**config.mk**
```make
export PLATFORM = sky130hd
export DESIGN_NAME = multilevel_priority_run_queue
export DESIGN_NICKNAME = d
export VERILOG_FILES = /design/src/hdl/mprq_pkg.sv /design/src/hdl/mprq_level_find.sv /design/src/hdl/multilevel_priority_run_queue.sv
export SDC_FILE = /design/constraint.sdc
export NUM_CORES = 2
export LEC_CHECK = 0
export BUFFER_PORTS_ARGS = -buffer_cell sky130_fd_sc_hd__buf_2
export CORE_UTILIZATION = 36
export DETAILED_ROUTE_END_ITERATION = 10
export GPL_TIMING_DRIVEN = 0
export PLACE_DENSITY_LB_ADDON = 0.15
export SLEW_MARGIN = 40
export SYNTH_ARGS = -nofsm -noshare
export SYNTH_HDL_FRONTEND = slang
export SYNTH_SLANG_ARGS = --single-unit
export TNS_END_PERCENT = 100
```
**constraint.sdc**
```tcl
create_clock -name aclk -period 7.4 [get_ports aclk]
set_clock_uncertainty 0.2 [all_clocks]
set_input_delay 0.37 -clock aclk [delete_from_list [all_inputs] [get_ports aclk]]
set_output_delay 0.37 -clock aclk [all_outputs]
set_load 0.005 [all_outputs]
```
**src/hdl/mprq_pkg.sv**
```systemverilog
// ----------------------------------------------------------------------------
// mprq_pkg
// Shared sizes, codes and types of the multilevel priority run queue.
// ----------------------------------------------------------------------------
package mprq_pkg;

    localparam int NUM_LEVELS  = 32;
    localparam int NUM_THREADS = 64;

    localparam int LVL_W  = $clog2(NUM_LEVELS);
    localparam int HINT_W = $clog2(NUM_LEVELS + 1);
    localparam int TID_W  = $clog2(NUM_THREADS);
    localparam int CNT_W  = $clog2(NUM_THREADS + 1);
    localparam int PRIO_W = 6;
    localparam int RUNP_W = 5;
    localparam int STAT_W = 3;

    localparam int S_DATA_W = 24;
    localparam int M_DATA_W = 16;

    typedef enum logic [1:0] {
        ACT_ENQ = 2'd0,
        ACT_DEQ = 2'd1,
        ACT_REM = 2'd2,
        ACT_CHK = 2'd3
    } action_t;

    localparam logic [STAT_W-1:0] ST_OK    = 3'd0;
    localparam logic [STAT_W-1:0] ST_EMPTY = 3'd1;
    localparam logic [STAT_W-1:0] ST_CLAMP = 3'd2;
    localparam logic [STAT_W-1:0] ST_NOTQ  = 3'd3;
    localparam logic [STAT_W-1:0] ST_DUP   = 3'd4;

    typedef enum logic [2:0] {
        S_IDLE,
        S_EXEC,
        S_ENQ_LINK,
        S_DEQ_POP,
        S_DEQ_HEAD,
        S_REM_LVL,
        S_REM_UNLINK,
        S_PUSH
    } state_t;

    typedef struct packed {
        logic              first_slice;
        logic [RUNP_W-1:0] running_priority;
        logic              preempt_ok;
        logic [PRIO_W-1:0] priority_req;
        logic [TID_W-1:0]  thread_id;
        action_t           action;
    } in_item_t;

    typedef struct packed {
        logic [STAT_W-1:0] status;
        logic              decision;
        logic [TID_W-1:0]  chosen_thread;
    } res_t;

endpackage

```
**src/hdl/mprq_level_find.sv**
```systemverilog
// ----------------------------------------------------------------------------
// mprq_level_find
// Priority encoder: lowest non-empty level at or above a start level.
// ----------------------------------------------------------------------------
module mprq_level_find (
    input  logic [mprq_pkg::NUM_LEVELS-1:0] nonempty,
    input  logic [mprq_pkg::HINT_W-1:0]     start,
    output logic [mprq_pkg::HINT_W-1:0]     level
);
    import mprq_pkg::*;

    // yields NUM_LEVELS when nothing qualifies
    always_comb begin
        level = HINT_W'(NUM_LEVELS);
        for (int i = NUM_LEVELS - 1; i >= 0; i--) begin
            if (nonempty[i] && (HINT_W'(i) >= start)) begin
                level = HINT_W'(i);
            end
        end
    end

endmodule

```
**src/hdl/multilevel_priority_run_queue.sv**
```systemverilog
// ----------------------------------------------------------------------------
// multilevel_priority_run_queue
// One FIFO of thread ids per priority level, kept as linked lists in memory.
// ----------------------------------------------------------------------------
// Commands arrive on the s_ stream: tuser carries the action (enqueue,
// dequeue, remove, switch check), tdata the thread id and priorities.
// Every command transfer produces exactly one result transfer on the m_
// stream: chosen thread, decision bit and status code.
// Per-level head/tail pointers, per-thread links and the thread levels sit
// in synchronous memories with a registered read; each command walks a short
// read-modify-write sequence over them, one command at a time.
// After the execute state, errors and switch checks go straight to the result
// push; enqueue passes the link state, dequeue the pop and head states, and
// remove the level and unlink states. A new command is taken the cycle after
// the result is loaded, never while one is still being worked on.
// Reset empties all levels and sets the level hint to the level count; the
// memories are not cleared and are only read under the occupancy bits.
// When the receiver stalls, the result waits in the output register; the next
// command is still taken and worked, then its result waits in the push state.
// ----------------------------------------------------------------------------
module multilevel_priority_run_queue (
    input  logic                            aclk,
    input  logic                            aresetn,
    input  logic                            s_tvalid,
    output logic                            s_tready,
    // thread_id, priority_req, preempt_ok, running_priority, first_slice
    input  logic [mprq_pkg::S_DATA_W-1:0]   s_tdata,
    // action
    input  logic [1:0]                      s_tuser,
    output logic                            m_tvalid,
    input  logic                            m_tready,
    // chosen_thread, decision, status
    output logic [mprq_pkg::M_DATA_W-1:0]   m_tdata
);
    import mprq_pkg::*;

    state_t                  state_reg, state_next;
    in_item_t                in_reg, in_next;
    logic [NUM_LEVELS-1:0]   nonempty_reg, nonempty_next;
    logic [NUM_THREADS-1:0]  queued_reg, queued_next;
    logic [CNT_W-1:0]        total_reg, total_next;
    logic [HINT_W-1:0]       hint_reg, hint_next;
    logic [LVL_W-1:0]        lvl_reg, lvl_next;
    logic [TID_W-1:0]        nx_reg, nx_next;
    logic [TID_W-1:0]        pv_reg, pv_next;
    logic                    last_reg, last_next;
    res_t                    res_reg, res_next;
    logic                    m_tvalid_reg, m_tvalid_next;
    res_t                    m_res_reg, m_res_next;

    // memories
    logic [TID_W-1:0] head_mem [NUM_LEVELS];
    logic [TID_W-1:0] tail_mem [NUM_LEVELS];
    logic [TID_W-1:0] next_mem [NUM_THREADS];
    logic [TID_W-1:0] prev_mem [NUM_THREADS];
    logic [LVL_W-1:0] lvl_mem  [NUM_THREADS];

    logic [LVL_W-1:0] hd_ra, hd_wa, tl_ra, tl_wa;
    logic [TID_W-1:0] hd_wd, tl_wd, hd_q, tl_q;
    logic             hd_we, tl_we;
    logic [TID_W-1:0] nx_ra, nx_wa, nx_wd, nx_q;
    logic [TID_W-1:0] pv_ra, pv_wa, pv_wd, pv_q;
    logic [TID_W-1:0] lv_ra, lv_wa;
    logic [LVL_W-1:0] lv_wd, lv_q;
    logic             nx_we, pv_we, lv_we;

    logic              accept;
    logic              out_free;
    logic [HINT_W-1:0] found_lvl;
    logic [LVL_W-1:0]  lvl_c;
    logic              clamped;
    logic              tid_ok;
    logic              enq_err, rem_err, deq_none;
    logic              stale;
    logic [HINT_W-1:0] chk_hint;
    logic              is_head, is_tail;

    always_ff @(posedge aclk) begin
        if (hd_we) begin
            head_mem[hd_wa] <= hd_wd;
        end
        hd_q <= head_mem[hd_ra];
    end

    always_ff @(posedge aclk) begin
        if (tl_we) begin
            tail_mem[tl_wa] <= tl_wd;
        end
        tl_q <= tail_mem[tl_ra];
    end

    always_ff @(posedge aclk) begin
        if (nx_we) begin
            next_mem[nx_wa] <= nx_wd;
        end
        nx_q <= next_mem[nx_ra];
    end

    always_ff @(posedge aclk) begin
        if (pv_we) begin
            prev_mem[pv_wa] <= pv_wd;
        end
        pv_q <= prev_mem[pv_ra];
    end

    always_ff @(posedge aclk) begin
        if (lv_we) begin
            lvl_mem[lv_wa] <= lv_wd;
        end
        lv_q <= lvl_mem[lv_ra];
    end

    mprq_level_find u_find (
        .nonempty (nonempty_reg),
        .start    (hint_reg),
        .level    (found_lvl)
    );

    assign accept   = s_tvalid && s_tready;
    assign out_free = !m_tvalid_reg || m_tready;

    assign clamped  = in_reg.priority_req > PRIO_W'(NUM_LEVELS - 1);
    assign lvl_c    = clamped ? LVL_W'(NUM_LEVELS - 1) : in_reg.priority_req[LVL_W-1:0];
    assign tid_ok   = 32'(in_reg.thread_id) < NUM_THREADS;
    assign enq_err  = !tid_ok || queued_reg[in_reg.thread_id];
    assign rem_err  = !tid_ok || !queued_reg[in_reg.thread_id];
    assign deq_none = (total_reg == '0) || (found_lvl >= HINT_W'(NUM_LEVELS));
    assign stale    = (hint_reg >= HINT_W'(NUM_LEVELS))
                      || !nonempty_reg[hint_reg[LVL_W-1:0]];
    assign chk_hint = (stale && (total_reg != '0)) ? found_lvl : hint_reg;
    assign is_head  = hd_q == in_reg.thread_id;
    assign is_tail  = tl_q == in_reg.thread_id;

    // next state
    always_comb begin
        state_next = state_reg;
        case (state_reg)
            S_IDLE: begin
                if (accept) begin
                    state_next = S_EXEC;
                end
            end
            S_EXEC: begin
                case (in_reg.action)
                    ACT_ENQ: state_next = enq_err ? S_PUSH : S_ENQ_LINK;
                    ACT_DEQ: state_next = deq_none ? S_PUSH : S_DEQ_POP;
                    ACT_REM: state_next = rem_err ? S_PUSH : S_REM_LVL;
                    default: state_next = S_PUSH;
                endcase
            end
            S_ENQ_LINK:   state_next = S_PUSH;
            S_DEQ_POP:    state_next = S_DEQ_HEAD;
            S_DEQ_HEAD:   state_next = S_PUSH;
            S_REM_LVL:    state_next = S_REM_UNLINK;
            S_REM_UNLINK: state_next = S_PUSH;
            S_PUSH: begin
                if (out_free) begin
                    state_next = S_IDLE;
                end
            end
            default:      state_next = S_IDLE;
        endcase
    end

    // datapath and memory control
    always_comb begin
        in_next       = in_reg;
        nonempty_next = nonempty_reg;
        queued_next   = queued_reg;
        total_next    = total_reg;
        hint_next     = hint_reg;
        lvl_next      = lvl_reg;
        nx_next       = nx_reg;
        pv_next       = pv_reg;
        last_next     = last_reg;
        res_next      = res_reg;
        m_res_next    = m_res_reg;
        m_tvalid_next = m_tvalid_reg && !m_tready;
        s_tready      = 1'b0;

        hd_ra = '0; hd_we = 1'b0; hd_wa = '0; hd_wd = '0;
        tl_ra = '0; tl_we = 1'b0; tl_wa = '0; tl_wd = '0;
        nx_ra = '0; nx_we = 1'b0; nx_wa = '0; nx_wd = '0;
        pv_ra = '0; pv_we = 1'b0; pv_wa = '0; pv_wd = '0;
        lv_ra = '0; lv_we = 1'b0; lv_wa = '0; lv_wd = '0;

        case (state_reg)
            S_IDLE: begin
                s_tready = 1'b1;
                if (accept) begin
                    in_next.action           = action_t'(s_tuser);
                    in_next.thread_id        = s_tdata[5:0];
                    in_next.priority_req     = s_tdata[11:6];
                    in_next.preempt_ok       = s_tdata[12];
                    in_next.running_priority = s_tdata[17:13];
                    in_next.first_slice      = s_tdata[18];
                end
            end
            S_EXEC: begin
                res_next = '0;
                case (in_reg.action)
                    ACT_ENQ: begin
                        if (!tid_ok) begin
                            res_next.status = ST_NOTQ;
                        end else if (enq_err) begin
                            res_next.status = ST_DUP;
                        end else begin
                            lvl_next = lvl_c;
                            tl_ra    = lvl_c;
                            nx_we    = 1'b1;
                            nx_wa    = in_reg.thread_id;
                            nx_wd    = in_reg.thread_id;
                            lv_we    = 1'b1;
                            lv_wa    = in_reg.thread_id;
                            lv_wd    = lvl_c;
                            if (!nonempty_reg[lvl_c]) begin
                                hd_we = 1'b1;
                                hd_wa = lvl_c;
                                hd_wd = in_reg.thread_id;
                                pv_we = 1'b1;
                                pv_wa = in_reg.thread_id;
                                pv_wd = in_reg.thread_id;
                            end
                        end
                    end
                    ACT_DEQ: begin
                        if (deq_none) begin
                            res_next.status = ST_EMPTY;
                        end else begin
                            lvl_next = found_lvl[LVL_W-1:0];
                            hd_ra    = found_lvl[LVL_W-1:0];
                            tl_ra    = found_lvl[LVL_W-1:0];
                        end
                    end
                    ACT_REM: begin
                        if (rem_err) begin
                            res_next.status = ST_NOTQ;
                        end else begin
                            lv_ra = in_reg.thread_id;
                            nx_ra = in_reg.thread_id;
                            pv_ra = in_reg.thread_id;
                        end
                    end
                    default: begin
                        if (!in_reg.first_slice) begin
                            hint_next         = chk_hint;
                            res_next.decision = chk_hint <= in_reg.priority_req;
                        end
                    end
                endcase
            end
            S_ENQ_LINK: begin
                // tail read of this level is valid now
                if (nonempty_reg[lvl_reg]) begin
                    nx_we = 1'b1;
                    nx_wa = tl_q;
                    nx_wd = in_reg.thread_id;
                    pv_we = 1'b1;
                    pv_wa = in_reg.thread_id;
                    pv_wd = tl_q;
                end
                tl_we = 1'b1;
                tl_wa = lvl_reg;
                tl_wd = in_reg.thread_id;
                nonempty_next[lvl_reg]        = 1'b1;
                queued_next[in_reg.thread_id] = 1'b1;
                if ((HINT_W'(lvl_reg) < hint_reg) || (total_reg == '0)) begin
                    hint_next = HINT_W'(lvl_reg);
                end
                total_next        = total_reg + CNT_W'(1);
                res_next.status   = clamped ? ST_CLAMP : ST_OK;
                res_next.decision = in_reg.preempt_ok
                                    && (in_reg.priority_req <= PRIO_W'(in_reg.running_priority));
            end
            S_DEQ_POP: begin
                nx_ra     = hd_q;
                last_next = tl_q == hd_q;
                if (tl_q == hd_q) begin
                    nonempty_next[lvl_reg] = 1'b0;
                end
                queued_next[hd_q]      = 1'b0;
                total_next             = total_reg - CNT_W'(1);
                hint_next              = HINT_W'(lvl_reg);
                res_next.chosen_thread = hd_q;
                res_next.status        = ST_OK;
            end
            S_DEQ_HEAD: begin
                if (!last_reg) begin
                    hd_we = 1'b1;
                    hd_wa = lvl_reg;
                    hd_wd = nx_q;
                end
            end
            S_REM_LVL: begin
                lvl_next = lv_q;
                nx_next  = nx_q;
                pv_next  = pv_q;
                hd_ra    = lv_q;
                tl_ra    = lv_q;
            end
            S_REM_UNLINK: begin
                if (is_head && is_tail) begin
                    nonempty_next[lvl_reg] = 1'b0;
                end else if (is_head) begin
                    hd_we = 1'b1;
                    hd_wa = lvl_reg;
                    hd_wd = nx_reg;
                end else if (is_tail) begin
                    tl_we = 1'b1;
                    tl_wa = lvl_reg;
                    tl_wd = pv_reg;
                end else begin
                    nx_we = 1'b1;
                    nx_wa = pv_reg;
                    nx_wd = nx_reg;
                    pv_we = 1'b1;
                    pv_wa = nx_reg;
                    pv_wd = pv_reg;
                end
                queued_next[in_reg.thread_id] = 1'b0;
                total_next                    = total_reg - CNT_W'(1);
                res_next.status               = ST_OK;
            end
            S_PUSH: begin
                if (out_free) begin
                    m_tvalid_next = 1'b1;
                    m_res_next    = res_reg;
                end
            end
            default: begin
            end
        endcase
    end

    always_ff @(posedge aclk) begin
        if (!aresetn) begin
            state_reg    <= S_IDLE;
            nonempty_reg <= '0;
            queued_reg   <= '0;
            total_reg    <= '0;
            hint_reg     <= HINT_W'(NUM_LEVELS);
            m_tvalid_reg <= 1'b0;
        end else begin
            state_reg    <= state_next;
            nonempty_reg <= nonempty_next;
            queued_reg   <= queued_next;
            total_reg    <= total_next;
            hint_reg     <= hint_next;
            m_tvalid_reg <= m_tvalid_next;
        end
    end

    always_ff @(posedge aclk) begin
        in_reg    <= in_next;
        lvl_reg   <= lvl_next;
        nx_reg    <= nx_next;
        pv_reg    <= pv_next;
        last_reg  <= last_next;
        res_reg   <= res_next;
        m_res_reg <= m_res_next;
    end

    assign m_tvalid = m_tvalid_reg;
    assign m_tdata  = {(M_DATA_W - $bits(res_t))'(0), m_res_reg};

endmodule

```
== Word-level counts from Yosys, hierarchy flattened ==
Memories as Yosys holds them, arrays and structs flattened. A register that Yosys moved wholly into a read port is not among the register bits.
Index checks and enable logic that the tools add are counted.
Word-level totals
  bits in writable memories: 1472
  register bits after elaboration: 172
  input port bits: 30
  logic and storage cells: 332
  output and inout bits: 18
  memories kept: 5
Memories
  next_mem: words 64, width 6, rd ports 1, clocked after Yosys merged registers in 1, write ports 1, RTL line multilevel_priority_run_queue.sv:54  | logic [TID_W-1:0] next_mem [NUM_THREADS];
  prev_mem: words 64, width 6, rd ports 1, clocked after Yosys merged registers in 1, write ports 1, RTL line multilevel_priority_run_queue.sv:55  | logic [TID_W-1:0] prev_mem [NUM_THREADS];
  lvl_mem: words 64, width 5, rd ports 1, clocked after Yosys merged registers in 1, write ports 1, RTL line multilevel_priority_run_queue.sv:56  | logic [LVL_W-1:0] lvl_mem [NUM_THREADS];
  head_mem: words 32, width 6, rd ports 1, clocked after Yosys merged registers in 1, write ports 1, RTL line multilevel_priority_run_queue.sv:52  | logic [TID_W-1:0] head_mem [NUM_LEVELS];
  tail_mem: words 32, width 6, rd ports 1, clocked after Yosys merged registers in 1, write ports 1, RTL line multilevel_priority_run_queue.sv:53  | logic [TID_W-1:0] tail_mem [NUM_LEVELS];
Cells by class
  reduce and logical (&&, ||, !) cells: 67
  $lt $le $gt $ge: 46
  bitwise logic cells: 8
  muxes and demuxes: 160
  equality and inequality tests: 22
  $add $sub $neg: 2
Operators by type and width (count)
  6-bit two-way mux: 59
  64-bit case mux with 3 select lines: 1
  64-bit AND: 2
  64-bit inverter: 2
  6-bit case mux with 3 select lines: 6
  5-bit by 6-bit greater-or-equal comparator with 1-bit output, first input constant: 16
  32-bit case mux with 3 select lines: 1
  5-bit two-way mux: 17
  32-bit two-way mux: 2
  64-bit OR: 1
  5-bit case mux with 2 select lines: 6
  4-bit by 6-bit greater-or-equal comparator with 1-bit output, first input constant: 8
  1-bit logical AND: 40
  1-bit two-way mux: 39
  6-bit case mux with 2 select lines: 3
  32-bit AND: 1
  32-bit inverter: 1
  32-bit OR: 1
  3-bit case mux with 3 select lines: 3
  3-bit by 6-bit greater-or-equal comparator with 1-bit output, first input constant: 4
  6-bit == test: 3
  5-bit by 6-bit < comparator with 1-bit output, second input constant: 3
  3-bit case mux with 6 select lines: 1
  1-bit binary-select mux with 5-bit select: 3
  other kinds (42): 82

== Logic depth before layout (Yosys ltp) ==
  depth after elaboration: 39
  mapped depth: 21
  depth with buffers taken out: 18

== Modules after synthesis ==
From an unflattened synthesis, not the netlist that was laid out.
Second synthesis, totals
  cells, all modules: 6029
  area, all modules: 71892.7 µm²
Modules (own cells, without submodules)
  multilevel_priority_run_queue: sequential area each 48816.8 µm², cells each 5863, area each 70847.9 µm², times used 1
  mprq_level_find: sequential area each 0.0 µm², cells each 166, area each 1044.8 µm², times used 1

== Least setup slack after synthesis ==
OpenSTA, ideal clock, no wires.
  path type: register -> register
  from: register in_reg[3] (netlist bit)
  to: register tl_q[0], read port of tail_mem
  path buffers: 1
  path slack: 1142 ps
  required time: 7074 ps
  data arrival time: 5932 ps
  setup time: 126 ps
  clock period less this slack: 6258 ps
  cell stages (with the launch flop): 13
  cell sequence: edfxtp_1 -> buf_4 -> mux4_2 -> mux2_2 -> nand2_1 -> o221ai_2 -> or4_4 -> nor3_1 -> nor3_1 -> nand3_1 -> o22ai_1 -> nor4_1 -> nand3_1
On the way
  cells in the longest elaborated chain, start to end: 5
Ends and longest elaborated chain
  from (decl): RTL line multilevel_priority_run_queue.sv:38  | in_item_t in_reg, in_next;
  from (signal assigned): RTL line multilevel_priority_run_queue.sv:354  | in_reg <= in_next;
  1-bit binary-select mux with 6-bit select: RTL line multilevel_priority_run_queue.sv:125  | assign enq_err = !tid_ok || queued_reg[in_reg.thread_id];
  1-bit two-way mux (not written as such): RTL line multilevel_priority_run_queue.sv:125
  5-bit two-way mux: RTL line multilevel_priority_run_queue.sv:205  | end else if (enq_err) begin
  5-bit case mux with 2 select lines: RTL line multilevel_priority_run_queue.sv:201  | case (in_reg.action)
  5-bit case mux with 2 select lines: RTL line multilevel_priority_run_queue.sv:187  | case (state_reg)
  to (decl): RTL line multilevel_priority_run_queue.sv:59  | logic [TID_W-1:0] hd_wd, tl_wd, hd_q, tl_q;
No other way between the ends. The select of a mux whose other input is x is not followed.
A chain may end at the register's enable or synchronous reset.

== Final worst setup path ==
  from: register in_reg[2] (netlist bit)
  to: register lv_q[0], read port of lvl_mem
On the way
  cells in the longest elaborated chain, start to end: 5
Ends and longest elaborated chain
  1-bit binary-select mux with 6-bit select: RTL line multilevel_priority_run_queue.sv:126  | assign rem_err = !tid_ok || !queued_reg[in_reg.thread_id];
  1-bit two-way mux (not written as such): RTL line multilevel_priority_run_queue.sv:126
  6-bit two-way mux *: RTL line multilevel_priority_run_queue.sv:236  | if (rem_err) begin
  6-bit two-way mux *: RTL line multilevel_priority_run_queue.sv:201
  6-bit two-way mux *: RTL line multilevel_priority_run_queue.sv:187
  to (decl): RTL line multilevel_priority_run_queue.sv:64  | logic [LVL_W-1:0] lv_wd, lv_q;
Mark *: on every way between the ends. The rest lies on a longest branch, timed or not. The select of a mux whose other input is x is not followed.

==> impl_metrics.yaml <==
sta:
  final.setup.tns_ns: 0
  fmax_ghz: 0.1499
  max_slew_margin_pct: 32.10
  setup_viol: 0
  final-hold-violation-count: 0
  finalCritPeriodShare_pct: 90.13
  rsz0062_at_grt: "false"
  final_max_slew_viol_count: 0
  finalCriticalPeriod_ns: 6.670
  fin_hold_ws_ns: 0.05548
  tightestPinTransition_ns: 1.008
power_and_ir_drop:
  power_frac_comb_pct: 12.2
  p_per_area_mw_per_mm2: 272.8
  p_leak_uw: 0.02846
  netSwitchingFraction_pct: 27.45
  power.share.clock_pct: 39.6
  peakVddDrop_v: 0.0002623
  p_sw_uw: 6147
  p_total_uw: 22400
  power.internal_uw: 16250
  seqPwrFrac_pct: 48.2
grt:
  grt_max_degree: 55
  grt_pass1_vias: 48720
  grtUsageTotal_pct: 26.21
  antenna_found_initial: 12
  gr-total-overflow: 0
  grt_pass1_wl_microns: 370700
setup_path:
  worstPathMaxFanout: 10
  end_kind: "register"
  cp.required_ns: 7.91
  reg2reg_depth: 15
  path_class: "register to register"
  r2r_setup_slack_ns: 0.73
  critical_path_arrival_ns: 7.18
  r2r_start: "in_reg[2]$_DFFE_PP_"
  setup.worst_path.start_class: "register"
  reg2reg_to: "lv_q[0]$_DFF_P_"
placed_design:
  portBuffers: 35
  dp_hpwl_microns: 186900
  gp_congestion: 0.9332
yosys:
  synth-xor-area-share_pct: 0.2950
  async_flop_share_pct: 0
  synth_cell_type_count: 106
  yosys.area_share.simple_pct: 11.98
  synth_top_family_by_area: "simple AND/OR/NAND/NOR gates"
  synth_area_leaders: "edfxtp_1 (65%), mux2i_1 (4.2%), dfxtp_1 (4.0%)"
  syn_area_sq_mm: 0.07125
  ys_seq_area_share_pct: 68.51
  syn_area_per_cell_sq_um: 13.11
  yosys_warnings: 0
  synth_cells: 5436
  synth_top_area_share_pct: 64.52
  synth_top_cell_by_area: "edfxtp_1"
  synth.top_cells.by_count: "edfxtp_1 (1531), nand2_1 (710), nor2_1 (406)"
  synth_edf_count: 1531
  muxShareOfSynthArea_pct: 5.343
  yosysMostFrequentCell: "edfxtp_1"
  synth_seq_cells: 1673
  synth_compound_area_share_pct: 10.73
  synthFlopType: "edfxtp_1"
  synthAdderAreaFrac_pct: 0.4776
route:
  detail_route.wl_per_cell_microns: 31.15
  ant_nets: 0
  dr.pass1.iters: 6
  vias: 50240
  drt_iter0_markers: 6438
  drt_drc_violations_left: 0
  wirelength_microns: 266100
  vias_per_cell: 5.883
die:
  pin_count: 48
  dieArea_sq_mm: 0.1997
  core_region_area_sq_mm: 0.1958
  die_x_microns: 446.9
  num_rows: 162
  die_h_microns: 446.9
  start_util_pct: 36.39
worst_hold_path:
  holdPathEnd: "in_reg[12]$_DFFE_PP_"
  hold_path_class: "primary input to register"
  holdPathStages: 2
  min_from: "s_tdata[10]"
cts:
  clockBufferDepth: 3
  cts_buffers: 181
  cts-resized-gates: 0
  clkSinkCount: 1673
  path_clk_slew_ns: 0.06
  clock_tree.root_cell: "clkbuf_16"
  ctsHtreeMaxLevel: 4
  cts_tree: "done"
  worstSkewPairLatency_ns: 0.86
cells_and_area:
  fill_cells: 18410
  reg_top3: "next_mem (384), prev_mem (384), lvl_mem (320)"
  area_growth_pct: 15.20
  final_util_pct: 41.92
  drive_above_1_share_pct: 11.55
  nets: 5815
run:
  cap_violations: 0
status:
  outcome: "finished clean"
cells by family after synthesis:
group,count (synthesis)
compound gates,1091
xor+xnor,24
fa+ha+maj,27
buf+inv,418
flops,1673
mux,337
other cells,1
simple gates,1865
worst max path at each step:
stage / startpoint / to / cells past startpoint
after floorplan: in_reg[3]$_DFFE_PP_ / tl_q[0]$_DFF_P_ / 12
after CTS: in_reg[2]$_DFFE_PP_ / pv_q[3]$_DFF_P_ / 16
after global placement: in_reg[3]$_DFFE_PP_ / tl_q[0]$_DFF_P_ / 13
after detailed placement: in_reg[2]$_DFFE_PP_ / pv_q[3]$_DFF_P_ / 16
after global routing: in_reg[13]$_DFFE_PP_ / prev_mem[20][4]$_DFFE_PP_ / 13
final: in_reg[2]$_DFFE_PP_ / lv_q[0]$_DFF_P_ / 15
cell type report:
type / instances / area, sq um / area share (%)
antenna: 3 / 7.507 / 0.009146
buffer: 355 / 1723 / 2.099
clock buffer: 234 / 4830 / 5.884
clock inverter: 103 / 908.4 / 1.107
inverter: 63 / 244.0 / 0.2972
multi-input combinational: 3350 / 20910 / 25.47
sequential: 1673 / 48820 / 59.47
tap: 2624 / 3283 / 4.000
timing repair buffer: 136 / 1365 / 1.663
power by group through the flow:
| stage | registers, uW | logic (uW) | clock network [uW] |
|---|---|---|---|
| finish | 10800 | 2730 | 8870 |
| global route | 10800 | 2840 | 9310 |
| CTS | 10800 | 2670 | 8940 |
| detailed placement | 11000 | 2650 | 0 |
| global placement | 11000 | 2500 | 0 |
| floorplan | 10900 | 1400 | 0 |
worst max-delay path, cell delays in order, from the launching register on:
cell,delay [ns]
edfxtp_1,0.40
buf_2,0.30
buf_2,0.31
buf_2,0.33
buf_2,0.46
nand2_1,0.14
a31oi_1,0.44
nor4_4,0.18
buf_4,0.26
nor2_1,0.38
buf_2,0.60
buf_2,0.68
clkbuf_1,0.63
o211ai_1,0.26
a311oi_1,0.61
o2bb2ai_1,0.30
cells in the final DEF (no fill, tap or decap), drive strengths merged, types with 20 or more instances in the layout:
master	synthesis	routed
edfxtp	1531	1531
nand2	712	712
clkbuf	198	435
nor2	409	409
nand3	302	302
mux2i	296	296
buf	157	246
o21ai	221	221
a21oi	154	154
dfxtp	142	142
o221ai	121	121
and2	95	95
o22ai	88	88
clkinv	0	86
inv	63	69
or3	65	65
a211oi	64	64
a31oi	64	64
nor3	58	58
a22oi	49	49
a32oi	46	46
nand4	45	45
dlygate4sd3	0	44
o211ai	41	41
and3	35	35
nor2b	35	35
a21o	35	35
mux4	33	33
nand2b	30	30
ha	24	24
a22o	21	21
nor4	20	20
metrics by stage:
step / worst slack, ns / area, sq um / cells
final: 0.7301 / 82090 / 8541
after global placement: -6.394 / 74730 / 8100
after floorplan: 1.142 / 71270 / 5441
after detailed placement: 0.7649 / 75870 / 8157
after CTS: 0.7458 / 82050 / 8538
after global routing: 0.6889 / 82080 / 8538
what timing repair did:
item / in CTS / in global routing
endpoints found under the hold margin: 64 / 0
hold buffers: 44 / 0
buffers inserted: 0 / 0
endpoints found under the setup margin: 0 / 0
metal layers:
layer	up-vias	wire length, microns	GRT usage (%)
li1	21550	-	-
met1	25760	112700	36.10
met2	2424	121700	41.24
met3	503	20600	4.417
met4	4	10850	10.09
met5	-	136	0.4396
No activity file was read; power rests on OpenSTA's default activity.
